[config.mk]
export PLATFORM = sky130hd
export DESIGN_NAME = pulse_capture_with_hysteresis
export DESIGN_NICKNAME = d
export VERILOG_FILES = /design/src/hw/rtl/pcwh_pkg.sv /design/src/hw/rtl/pcwh_ctrl.sv /design/src/hw/rtl/pcwh_dp.sv /design/src/hw/rtl/pulse_capture_with_hysteresis.sv
export SDC_FILE = /design/constraint.sdc
export NUM_CORES = 1
export LEC_CHECK = 0
export BUFFER_PORTS_ARGS = -buffer_cell sky130_fd_sc_hd__clkbuf_2
export CAP_MARGIN = 10
export CELL_PAD_IN_SITES_DETAIL_PLACEMENT = 1
export CELL_PAD_IN_SITES_GLOBAL_PLACEMENT = 2
export CORE_UTILIZATION = 39
export DETAILED_ROUTE_END_ITERATION = 8
export PLACE_DENSITY = 0.91
export SYNTH_ARGS = -nofsm -noshare
export SYNTH_HDL_FRONTEND = slang
export SYNTH_SLANG_ARGS = --single-unit
[constraint.sdc]
create_clock -name clk -period 7.5 [get_ports clk]
set_input_delay 1.5 -clock clk [delete_from_list [all_inputs] [get_ports clk]]
set_output_delay 1.5 -clock clk [all_outputs]
set_load 0.02 [all_outputs]
[src/hw/rtl/pcwh_pkg.sv]
package pcwh_pkg;

  // Default sizing of the datapath.
  localparam int SAMPLE_BITS_DEF = 12;
  localparam int COUNT_BITS_DEF  = 24;

  // Fixed field widths on the ports.
  localparam int SMP_W  = 12;
  localparam int TIME_W = 32;
  localparam int LEN_W  = 24;
  localparam int STAT_W = 2;
  localparam int PEAK_W = 12;
  localparam int MEAN_W = 12;
  localparam int THR_W  = 12;
  localparam int MIN_W  = 24;

  localparam int CFG_DATA_W = 24;
  localparam int CFG_ADDR_W = 2;

  localparam int IN_FIELDS_W  = SMP_W + TIME_W;
  localparam int IN_TDATA_W   = ((IN_FIELDS_W + 7) / 8) * 8;
  localparam int OUT_FIELDS_W = STAT_W + TIME_W + LEN_W + PEAK_W + MEAN_W;
  localparam int OUT_TDATA_W  = ((OUT_FIELDS_W + 7) / 8) * 8;

  // Register indexes.
  localparam logic [CFG_ADDR_W-1:0] REG_UPPER = 2'd0;
  localparam logic [CFG_ADDR_W-1:0] REG_LOWER = 2'd1;
  localparam logic [CFG_ADDR_W-1:0] REG_MIN   = 2'd2;
  localparam logic [CFG_ADDR_W-1:0] REG_FLOOR = 2'd3;

  // Pulse status codes.
  localparam logic [STAT_W-1:0] STATUS_OUTSIDE = 2'd0;
  localparam logic [STAT_W-1:0] STATUS_INSIDE  = 2'd1;
  localparam logic [STAT_W-1:0] STATUS_READY   = 2'd2;

  typedef struct packed {
    logic [THR_W-1:0]  upper;
    logic [THR_W-1:0]  lower;
    logic [MIN_W-1:0]  min_dur;
    logic [PEAK_W-1:0] floor_lvl;
  } cfg_t;

  typedef struct packed {
    logic load_in;
    logic eval;
    logic div_step;
    logic emit;
  } cmd_t;

  typedef struct packed {
    logic report;
  } stat_t;

  typedef struct packed {
    logic [MEAN_W-1:0] mean;
    logic [PEAK_W-1:0] peak;
    logic [LEN_W-1:0]  len;
    logic [TIME_W-1:0] stamp;
    logic [STAT_W-1:0] status;
  } res_t;

endpackage

[src/hw/rtl/pcwh_ctrl.sv]
module pcwh_ctrl #(
  parameter int SAMPLE_BITS = pcwh_pkg::SAMPLE_BITS_DEF
) (
  input  logic            clk,
  input  logic            rst,
  input  logic            in_valid,
  output logic            in_ready,
  input  logic            out_free,
  input  pcwh_pkg::stat_t st,
  output pcwh_pkg::cmd_t  cmd
);

  localparam logic [1:0] ST_IDLE = 2'd0;
  localparam logic [1:0] ST_EVAL = 2'd1;
  localparam logic [1:0] ST_DIV  = 2'd2;
  localparam logic [1:0] ST_EMIT = 2'd3;

  localparam int STEP_W = $clog2(SAMPLE_BITS);
  localparam logic [STEP_W-1:0] STEP_LAST = STEP_W'(SAMPLE_BITS - 1);

  logic [1:0]        state;
  logic [1:0]        state_next;
  logic [STEP_W-1:0] step;

  assign in_ready     = (state == ST_IDLE);
  assign cmd.load_in  = (state == ST_IDLE) && in_valid;
  assign cmd.eval     = (state == ST_EVAL);
  assign cmd.div_step = (state == ST_DIV);
  assign cmd.emit     = (state == ST_EMIT) && out_free;

  always_comb begin
    state_next = state;
    unique case (state)
      ST_IDLE: if (in_valid) state_next = ST_EVAL;
      ST_EVAL: state_next = st.report ? ST_DIV : ST_EMIT;
      ST_DIV:  if (step == STEP_LAST) state_next = ST_EMIT;
      ST_EMIT: if (out_free) state_next = ST_IDLE;
      default: state_next = ST_IDLE;
    endcase
  end

  always_ff @(posedge clk) begin
    if (rst) begin
      state <= ST_IDLE;
      step  <= '0;
    end else begin
      state <= state_next;
      if (state == ST_DIV) begin
        step <= (step == STEP_LAST) ? '0 : step + 1'b1;
      end
    end
  end

`ifndef ASSERT_OFF
  a_emit_free: assert property (@(posedge clk) disable iff (rst)
    cmd.emit |-> out_free)
    else $error("result emitted while output register busy");
  a_report_div: assert property (@(posedge clk) disable iff (rst)
    cmd.eval && st.report |=> cmd.div_step && step == '0)
    else $error("reported pulse did not start division");
  a_div_end: assert property (@(posedge clk) disable iff (rst)
    cmd.div_step && step == STEP_LAST |=> state == ST_EMIT)
    else $error("division did not end in emit");
  a_step_idle: assert property (@(posedge clk) disable iff (rst)
    state != ST_DIV |-> step == '0)
    else $error("divider step count left over");
`endif

endmodule

[src/hw/rtl/pcwh_dp.sv]
module pcwh_dp #(
  parameter int SAMPLE_BITS = pcwh_pkg::SAMPLE_BITS_DEF,
  parameter int COUNT_BITS  = pcwh_pkg::COUNT_BITS_DEF
) (
  input  logic                              clk,
  input  logic                              rst,
  input  pcwh_pkg::cfg_t                    cfg,
  input  pcwh_pkg::cmd_t                    cmd,
  input  logic [pcwh_pkg::IN_TDATA_W-1:0]   in_data,
  output pcwh_pkg::stat_t                   st,
  output pcwh_pkg::res_t                    res
);

  localparam int SUM_W = SAMPLE_BITS + COUNT_BITS;
  localparam int CMP_W = (COUNT_BITS > pcwh_pkg::MIN_W) ? COUNT_BITS : pcwh_pkg::MIN_W;
  localparam int PK_W  = pcwh_pkg::PEAK_W;

  // Latched input word.
  logic [SAMPLE_BITS-1:0]        smp;
  logic [pcwh_pkg::TIME_W-1:0]   tstamp;

  // Pulse state.
  logic                          in_pulse;
  logic [pcwh_pkg::TIME_W-1:0]   pulse_start;
  logic [COUNT_BITS-1:0]         sample_count;
  logic [SUM_W-1:0]              sample_sum;
  logic [PK_W-1:0]               running_peak;

  // Divider: remainder, dividend bits shifting out / quotient bits shifting in.
  logic [COUNT_BITS-1:0]         rem;
  logic [SAMPLE_BITS-1:0]        quo;
  logic [SAMPLE_BITS-1:0]        quo_next;
  logic [COUNT_BITS-1:0]         dvs;

  logic [PK_W-1:0]               smp_pk;
  logic                          open_hit;
  logic                          close_hit;
  logic [COUNT_BITS-1:0]         count_rec;
  logic [SUM_W-1:0]              sum_rec;
  logic [PK_W-1:0]               peak_rec;
  logic [PK_W-1:0]               peak_open;
  logic [COUNT_BITS-1:0]         dur;
  logic                          long_enough;
  logic [COUNT_BITS:0]           trial;
  logic [COUNT_BITS:0]           diff;

  assign smp_pk    = (SAMPLE_BITS > PK_W) ? PK_W'(smp) : PK_W'(smp);
  assign open_hit  = smp_pk >= cfg.upper;
  assign close_hit = smp_pk < cfg.lower;

  // Recording a sample inside an open pulse; count and sum stop once full.
  always_comb begin
    if (sample_count != '1) begin
      count_rec = sample_count + 1'b1;
      sum_rec   = sample_sum + SUM_W'(smp);
    end else begin
      count_rec = sample_count;
      sum_rec   = sample_sum;
    end
    peak_rec  = (smp_pk > running_peak) ? smp_pk : running_peak;
    peak_open = (smp_pk > cfg.floor_lvl) ? smp_pk : cfg.floor_lvl;
  end

  assign dur         = count_rec - 1'b1;
  assign long_enough = CMP_W'(dur) > CMP_W'(cfg.min_dur);
  assign st.report   = in_pulse && close_hit && long_enough;

  assign trial    = {rem, quo[SAMPLE_BITS-1]};
  assign diff     = trial - {1'b0, dvs};
  assign quo_next = {quo[SAMPLE_BITS-2:0], !diff[COUNT_BITS]};

  always_ff @(posedge clk) begin
    if (cmd.load_in) begin
      smp    <= SAMPLE_BITS'(in_data[pcwh_pkg::SMP_W-1:0]);
      tstamp <= in_data[pcwh_pkg::SMP_W +: pcwh_pkg::TIME_W];
    end
  end

  always_ff @(posedge clk) begin
    if (rst) begin
      in_pulse     <= 1'b0;
      pulse_start  <= '0;
      sample_count <= '0;
      sample_sum   <= '0;
      running_peak <= '0;
    end else if (cmd.eval) begin
      if (!in_pulse) begin
        if (open_hit) begin
          in_pulse     <= 1'b1;
          pulse_start  <= tstamp;
          sample_count <= COUNT_BITS'(1);
          sample_sum   <= SUM_W'(smp);
          running_peak <= peak_open;
        end
      end else if (close_hit) begin
        in_pulse     <= 1'b0;
        pulse_start  <= '0;
        sample_count <= '0;
        sample_sum   <= '0;
        running_peak <= cfg.floor_lvl;
      end else begin
        sample_count <= count_rec;
        sample_sum   <= sum_rec;
        running_peak <= peak_rec;
      end
    end
  end

  // Result fields and the divider; the mean follows the quotient as its bits come in.
  always_ff @(posedge clk) begin
    if (cmd.eval) begin
      if (st.report) begin
        res.status <= pcwh_pkg::STATUS_READY;
        res.stamp  <= pulse_start;
        res.len    <= pcwh_pkg::LEN_W'(dur);
        res.peak   <= peak_rec;
        res.mean   <= '0;
        rem        <= sum_rec[SUM_W-1:SAMPLE_BITS];
        quo        <= sum_rec[SAMPLE_BITS-1:0];
        dvs        <= count_rec;
      end else begin
        res.status <= (in_pulse ? !close_hit : open_hit) ?
                      pcwh_pkg::STATUS_INSIDE : pcwh_pkg::STATUS_OUTSIDE;
        res.stamp  <= '0;
        res.len    <= '0;
        res.peak   <= '0;
        res.mean   <= '0;
        rem        <= '0;
        quo        <= '0;
        dvs        <= '0;
      end
    end else if (cmd.div_step) begin
      quo      <= quo_next;
      res.mean <= pcwh_pkg::MEAN_W'(quo_next);
      if (!diff[COUNT_BITS]) begin
        rem <= diff[COUNT_BITS-1:0];
      end else begin
        rem <= trial[COUNT_BITS-1:0];
      end
    end
  end

`ifndef ASSERT_OFF
  a_close_clears: assert property (@(posedge clk) disable iff (rst)
    cmd.eval && in_pulse && close_hit |=> !in_pulse && sample_count == '0)
    else $error("closed pulse left state behind");
  a_count_live: assert property (@(posedge clk) disable iff (rst)
    in_pulse |-> sample_count != '0)
    else $error("open pulse with empty count");
`endif

endmodule

[src/hw/rtl/pulse_capture_with_hysteresis.sv]
// Pulse capture with hysteresis. Each input word carries one converter sample
// and a timestamp, and every accepted word yields exactly one output word. While
// no pulse is open, a sample at or above the upper threshold opens one, stores
// the timestamp and starts counting, summing and tracking the peak (the peak
// starts from the peak floor register). Inside a pulse every sample is
// recorded, the closing one included, and a sample below the lower threshold
// closes it. The duration is the recorded count minus one; if it exceeds the
// minimum duration the output word reports the pulse as ready with its start
// time, duration, peak and truncated mean, otherwise the pulse is dropped and
// the word shows the status outside. The count saturates at its full value and
// the sum then stops growing, so the mean stays exact. A word that does not
// report a pulse is evaluated and then loaded into the output register; a
// reporting word passes between those steps through the mean divider, which
// produces one quotient bit per cycle. A busy output register stalls the load,
// and a new word is accepted only once the last one has been loaded there. The
// output register lets the next input word be accepted while a result still
// waits on the master side. Registers are to be written only while the block
// is idle; the block itself does not enforce this. There is no clearing pass.
module pulse_capture_with_hysteresis #(
  parameter int SAMPLE_BITS = pcwh_pkg::SAMPLE_BITS_DEF,
  parameter int COUNT_BITS  = pcwh_pkg::COUNT_BITS_DEF
) (
  input  logic                                clk,
  input  logic                                rst,
  // Slave side; tdata from bit 0: sample[11:0], time_now[31:0], zero pad.
  input  logic                                s_tvalid,
  output logic                                s_tready,
  input  logic [pcwh_pkg::IN_TDATA_W-1:0]     s_tdata,
  // Master side; tdata from bit 0: pulse_status[1:0], start_stamp[31:0],
  // pulse_length[23:0], peak_level[11:0], mean_level[11:0], zero pad.
  output logic                                m_tvalid,
  input  logic                                m_tready,
  output logic [pcwh_pkg::OUT_TDATA_W-1:0]    m_tdata,
  // Configuration write port.
  input  logic                                cfg_we,
  input  logic [pcwh_pkg::CFG_ADDR_W-1:0]     cfg_addr,
  input  logic [pcwh_pkg::CFG_DATA_W-1:0]     cfg_wdata
);

  pcwh_pkg::cfg_t  cfg;
  pcwh_pkg::cmd_t  cmd;
  pcwh_pkg::stat_t st;
  pcwh_pkg::res_t  res;
  logic            out_free;

  // Configuration registers; the index is exactly as wide as the register list.
  always_ff @(posedge clk) begin
    if (rst) begin
      cfg.upper     <= '1;
      cfg.lower     <= '0;
      cfg.min_dur   <= '0;
      cfg.floor_lvl <= '0;
    end else if (cfg_we) begin
      unique case (cfg_addr)
        pcwh_pkg::REG_UPPER: cfg.upper     <= cfg_wdata[pcwh_pkg::THR_W-1:0];
        pcwh_pkg::REG_LOWER: cfg.lower     <= cfg_wdata[pcwh_pkg::THR_W-1:0];
        pcwh_pkg::REG_MIN:   cfg.min_dur   <= cfg_wdata[pcwh_pkg::MIN_W-1:0];
        pcwh_pkg::REG_FLOOR: cfg.floor_lvl <= cfg_wdata[pcwh_pkg::PEAK_W-1:0];
        default: ;
      endcase
    end
  end

  // The output register may be loaded when it is empty or being drained now.
  assign out_free = !m_tvalid || m_tready;

  pcwh_ctrl #(
    .SAMPLE_BITS(SAMPLE_BITS)
  ) u_ctrl (
    .clk      (clk),
    .rst      (rst),
    .in_valid (s_tvalid),
    .in_ready (s_tready),
    .out_free (out_free),
    .st       (st),
    .cmd      (cmd)
  );

  pcwh_dp #(
    .SAMPLE_BITS(SAMPLE_BITS),
    .COUNT_BITS (COUNT_BITS)
  ) u_dp (
    .clk     (clk),
    .rst     (rst),
    .cfg     (cfg),
    .cmd     (cmd),
    .in_data (s_tdata),
    .st      (st),
    .res     (res)
  );

  // Output register. The result struct is packed with the status in the low
  // bits, which matches the tdata layout listed on the port.
  always_ff @(posedge clk) begin
    if (rst) begin
      m_tvalid <= 1'b0;
    end else if (cmd.emit) begin
      m_tvalid <= 1'b1;
    end else if (m_tready) begin
      m_tvalid <= 1'b0;
    end
  end

  always_ff @(posedge clk) begin
    if (cmd.emit) begin
      m_tdata <= pcwh_pkg::OUT_TDATA_W'(res);
    end
  end

endmodule
# == Yosys cells after proc, flatten, opt, wreduce, memory -nomap -nowiden ==
# Index checks and enable logic that the tools add are counted.
# op_classes
n_mux,37
shift,0
n_mul,0
n_reduce_logical,20
bitwise_logic,0
eq_ne,12
addsub,5
n_lt_le_gt_ge,5
div,0
# ops
operator,n
24-bit two-way mux,8
36-bit two-way mux,4
12-bit two-way mux,9
32-bit two-way mux,3
36-bit by 12-bit adder with 36-bit output,1
25-bit by 24-bit subtractor with 25-bit output,1
"24-bit by 1-bit adder with 24-bit output, second input constant",1
12-bit > comparator,2
24-bit > comparator,1
"24-bit != test, second input constant",1
"24-bit by 1-bit subtractor with 24-bit output, second input constant",1
12-bit >= comparator,1
12-bit less-than comparator,1
2-bit AND reduction,5
"2-bit equality test, second input constant",4
1-bit two-way mux,8
2-bit one-hot mux with 4 select lines,1
2-bit two-way mux,3
3-bit AND reduction,2
2-bit nonzero test,3
"4-bit by 1-bit adder with 4-bit output, second input constant",1
"2-bit by 1-bit equality test with 1-bit output, second input constant",2
"4-bit equality test, second input constant",1
1-bit logical AND,4
other kinds (6),11
# word_totals
out_inout_bits,90
latchBits,0
word_cells,102
rom_bits,0
input_bits,79
ramBits,0
register_bits,440
n_memories,0

# == Logic depth before layout (Yosys ltp) ==
# logic_depth
depth_word,7
depth_mapped,28

# == By module ==
# From an unflattened synthesis, not the netlist that was laid out.
# hier_totals
cells_unflattened,2046
hier_area_um2,21968.6
# by_module_without_submodules
module,cells_each,instances,area_per_inst_um2
pcwh_dp,1671,1,16553.4
pulse_capture_with_hysteresis,331,1,5024.8
pcwh_ctrl,44,1,390.4

# == Worst setup path after synthesis ==
# No wires, ideal clock.
# synth_timing
path_type,input -> register
start,input m_tready
end,register m_tdata[0] (netlist bit) (enable)
path_buffers,0
stages,2
setup_ps,533
t_arrival_ps,5203
setup_slack_ps,1764
cell_sequence,nor2b_1 nor2b_1
# synth_lines
element,line_no,text
"start, declared",pulse_capture_with_hysteresis.sv:32,"input logic m_tready,"
"end signal, assigned",pulse_capture_with_hysteresis.sv:106,m_tdata <= pcwh_pkg::OUT_TDATA_W'(res);
"end, declared",pulse_capture_with_hysteresis.sv:33,"output logic [pcwh_pkg::OUT_TDATA_W-1:0] m_tdata,"

# == Worst setup path after layout ==
# layout_timing
start,register u_dp.sample_count[3]
end,register u_dp.res[50] (netlist name)
# layout_via
elab_chain_cells,5
# layout_rtl
element,line_no,text
"start, declared",pcwh_dp.sv:25,logic [COUNT_BITS-1:0] sample_count;
"start signal, assigned",pcwh_dp.sv:102,sample_count <= count_rec;
24-bit != test,pcwh_dp.sv:53,if (sample_count != '1) begin
24-bit two-way mux,pcwh_dp.sv:53,
24-bit by 1-bit subtractor with 24-bit output,pcwh_dp.sv:64,assign dur = count_rec - 1'b1;
net u_dp.dur[0],pcwh_dp.sv:42,logic [COUNT_BITS-1:0] dur;
24-bit > comparator,pcwh_dp.sv:65,assign long_enough = CMP_W'(dur) > CMP_W'(cfg.min_dur);
1-bit logical AND,pcwh_dp.sv:66,assign st.report = in_pulse && close_hit && long_enough;
# The timed path passes the listed nets, and every way through them passes these cells.
# A chain may end at the register's enable or synchronous reset.

==> flow_summary.yaml <==
final_layout:
  drive_gt1_frac: 0.134
  area.growth.synth_to_final_pct: 14.7
  final_common_cell: "edfxtp_1"
  final_cell_mix: "268 x edfxtp_1, 218 x nand2_1, 199 x nor2_1, 174 x a21oi_1, 172 x dfxtp_1"
  final_nets: 2525
  fillers: 6409
synthesis:
  ys.flop_type: "edfxtp_1"
  synthArstFlopShare: 0
  ys_types: 86
  synthCells: 2197
  avgSynthCellArea_um2: 10.1
  synth_area_mm2: 0.0222
  synth-seq-area-share: 0.517
  synth_edf_count: 268
  synth-seq-cells: 440
  yosys_warnings: 0
power_and_ir_drop:
  p_leak_nw: 9.52
  clockPowerShare: 0.284
  power.density_mw_per_mm2: 350
  pwr-share-seq: 0.395
  power.total_mw: 8.93
  swShare: 0.352
  ir_worst_vdd_v: 0.000201
  comb_power_share: 0.321
  p_int_mw: 5.78
  switchingPower_mw: 3.14
sta:
  setup_viol_count_final: 0
  slew-limit-headroom: 0.196
  skew_ns: 0.0267
  worst_pin_slew_ns: 1.20
  rsz0062_at_grt: "no"
  report.final.slew_viol_count: 0
  fmax_ghz: 0.142
  hold_violations: 0
  post-route-period-util: 0.939
  fin_setup_tns_ns: 0
  fin_crit_ns: 7.04
clock_network:
  cts_sinks: 440
  postCtsSetupRepairBufs: 0
  clk_latency_ns: 0.60
  cts_max_level: 2
  cts_resized: 0
  cts.clk_slew.worst_paths_ns: 0.07
  clk_path_buf_depth: 3
  cts_buffers: 47
  cts_tree: "done"
  root_buffer: "clkbuf_16"
  ctsHoldBuffers: 0
grt:
  antenna_found_initial: 0
  overflow: 0
  grt_pass1_vias: 18316
  grt_pass1_wl_um: 99500
  grt_max_degree: 71
  grt_usage: 0.218
detailed_routing:
  wl_per_cell_um: 20.5
  drtAntennaViolNets: 0
  drc: 0
  first_pass_iters: 5
  drt-total-wl_um: 64000
  via_per_inst: 5.59
  vias: 17474
  first_iter_violations: 1026
die:
  initial_core_util: 0.394
  fp-row-count: 87
  chipHeight_um: 241
  die-area_mm2: 0.0580
  die_w_um: 241
  fp.coreArea_mm2: 0.0564
  io_pins: 169
worst_setup_path:
  rrSetupSlack_ns: 0.46
  worstSetupStartpointType: "flip-flop"
  reg2reg_depth: 24
  end_kind: "flip-flop"
  worstReg2RegEnd: "u_dp.res[50]"
  cp_slowest_cell: "nor4_1"
  crit_chain: "and4_1 > nand4_2 > nor2_1 > buf_4 > xnor2_1 > ha_1 > nand2_1 > o21ai_0 > buf_4 > nand3_1 > nor3_4 > nand3_1 > xor2_1 > ha_1 > nand4_1 > nor4_1 > a21oi_1 > o21ai_0 > o21ai_0 > or2_2 > inv_1 > buf_4 > and2_1 > mux2_4"
  cp-endpoint: "u_dp.res[50]"
  cp.required_ns: 7.96
  startpoint: "u_dp.sample_count[3]"
  critPathMaxFanout: 19
  critPathMaxStageDelay_ns: 0.74
  crit_arrival_ns: 7.50
  worstSetupPathType: "flip-flop to flip-flop"
  rr_startpoint: "u_dp.sample_count[3]"
placed_design:
  place.gp.congestion: 0.837
  dp_hpwl_um: 45100
  portBuffers: 158
outcome:
  status: "completed"
worst_hold_path:
  hold_path_class: "flip-flop to flip-flop"
job:
  maxCapViolCount: 0
==> flip-flops by register name (all words and copies together) (netlist names), 24 cells and up <==
name	flops
cfg	60
m_tdata	82
u_dp.dvs	24
u_dp.pulse_start	32
u_dp.rem	24
u_dp.res	82
u_dp.sample_count	24
u_dp.sample_sum	36
u_dp.tstamp	32
==> synthesized netlist by cell type (14+ instances only) <==
master	number	area [um2]
clkbuf_1	86	323
nor2_1	200	751
o21a_1	18	135
a22oi_1	42	315
nand4_1	30	188
a21oi_1	174	871
mux2i_1	28	280
and3_1	14	87.6
a211oi_1	31	233
nor3_1	42	210
o211ai_1	30	225
edfxtp_1	268	8050
and4_1	14	123
o21ai_0	72	360
dfxtp_1	172	3440
nand3_1	73	365
or3_1	27	169
xnor2_1	50	438
and2_1	62	388
ha_1	114	1430
nor2b_1	21	131
nand2_1	218	818
xor2_1	36	315
a21o_1	25	188
o21bai_1	14	105
inv_1	125	469
==> worst min-delay path by stage <==
stage | start | to | depth (start not counted)
after floorplan | u_dp.res[0] | m_tdata[0] | 0
after global placement | u_dp.res[70] | m_tdata[70] | 0
after detailed placement | u_dp.res[76] | m_tdata[76] | 0
after CTS | u_dp.res[77] | m_tdata[77] | 0
after global routing | u_dp.res[76] | m_tdata[76] | 0
final | u_dp.res[77] | m_tdata[77] | 0
==> worst max-delay path, delay by kind of cell, from the launching register on <==
family,cells,cell delay (ns)
adders and majority gates,2,0.62
AOI/OAI and AO/OA,4,0.87
muxes,1,0.14
and+or+nand+nor,11,3.53
DFF,1,0.55
buffers and inverters,4,0.73
xor gates and xnor gates,2,0.42
==> cell families after synthesis <==
family          Yosys count  synth area share
compound gates          510             0.151
xor+xnor                 88            0.0353
fa+ha+maj               116            0.0660
buf+inv                 242            0.0461
flops                   440             0.517
mux                      32            0.0153
other cells               1          0.000169
simple gates            768             0.169
==> power by group through the flow <==
stage                     combinational, mW  sequential, mW  clock, mW
after detailed placement               2.83            3.58          0
final                                  2.87            3.52       2.54
after global placement                 2.66            3.55          0
after CTS                              2.86            3.53       2.58
after global routing                   3.15            3.56       2.66
after floorplan                        1.99            3.53          0
==> metal layers <==
layer / wire length [um] / GRT usage / vias to the layer above
met1: 27100 / 0.269 / 8834
met5: 0 / 0 / -
met2: 33300 / 0.396 / 338
li1: - / - / 8197
met3: 1950 / 0.0246 / 105
met4: 1610 / 0.0690 / 0
==> cell type report <==
cell class / instances / area [um2] / share of cell area
inverters: 125 / 469 / 0.0184
repair buffers: 196 / 1100 / 0.0433
clock inverters: 32 / 469 / 0.0184
well taps: 756 / 946 / 0.0371
diodes: 1 / 2.50 / 0.0000981
clock buffers: 56 / 1220 / 0.0478
flip-flops and latches: 440 / 11500 / 0.451
multi-input cells: 1520 / 9790 / 0.384
==> metrics by stage <==
| step | worst slack [ns] | cell area (um2) | util | hold slack, ns | cells |
|---|---|---|---|---|---|
| after CTS | 0.513 | 25500 | 0.452 | 0.416 | 3124 |
| final | 0.456 | 25500 | 0.452 | 0.417 | 3126 |
| after floorplan | 1.76 | 22300 | - | 0.400 | 2202 |
| after global placement | 0.809 | 23800 | 0.422 | 0.400 | 3036 |
| after global routing | 0.0349 | 25500 | 0.452 | 0.420 | 3125 |
| after detailed placement | 0.666 | 23800 | 0.422 | 0.405 | 3036 |
Power figures use the tool's default switching activity.
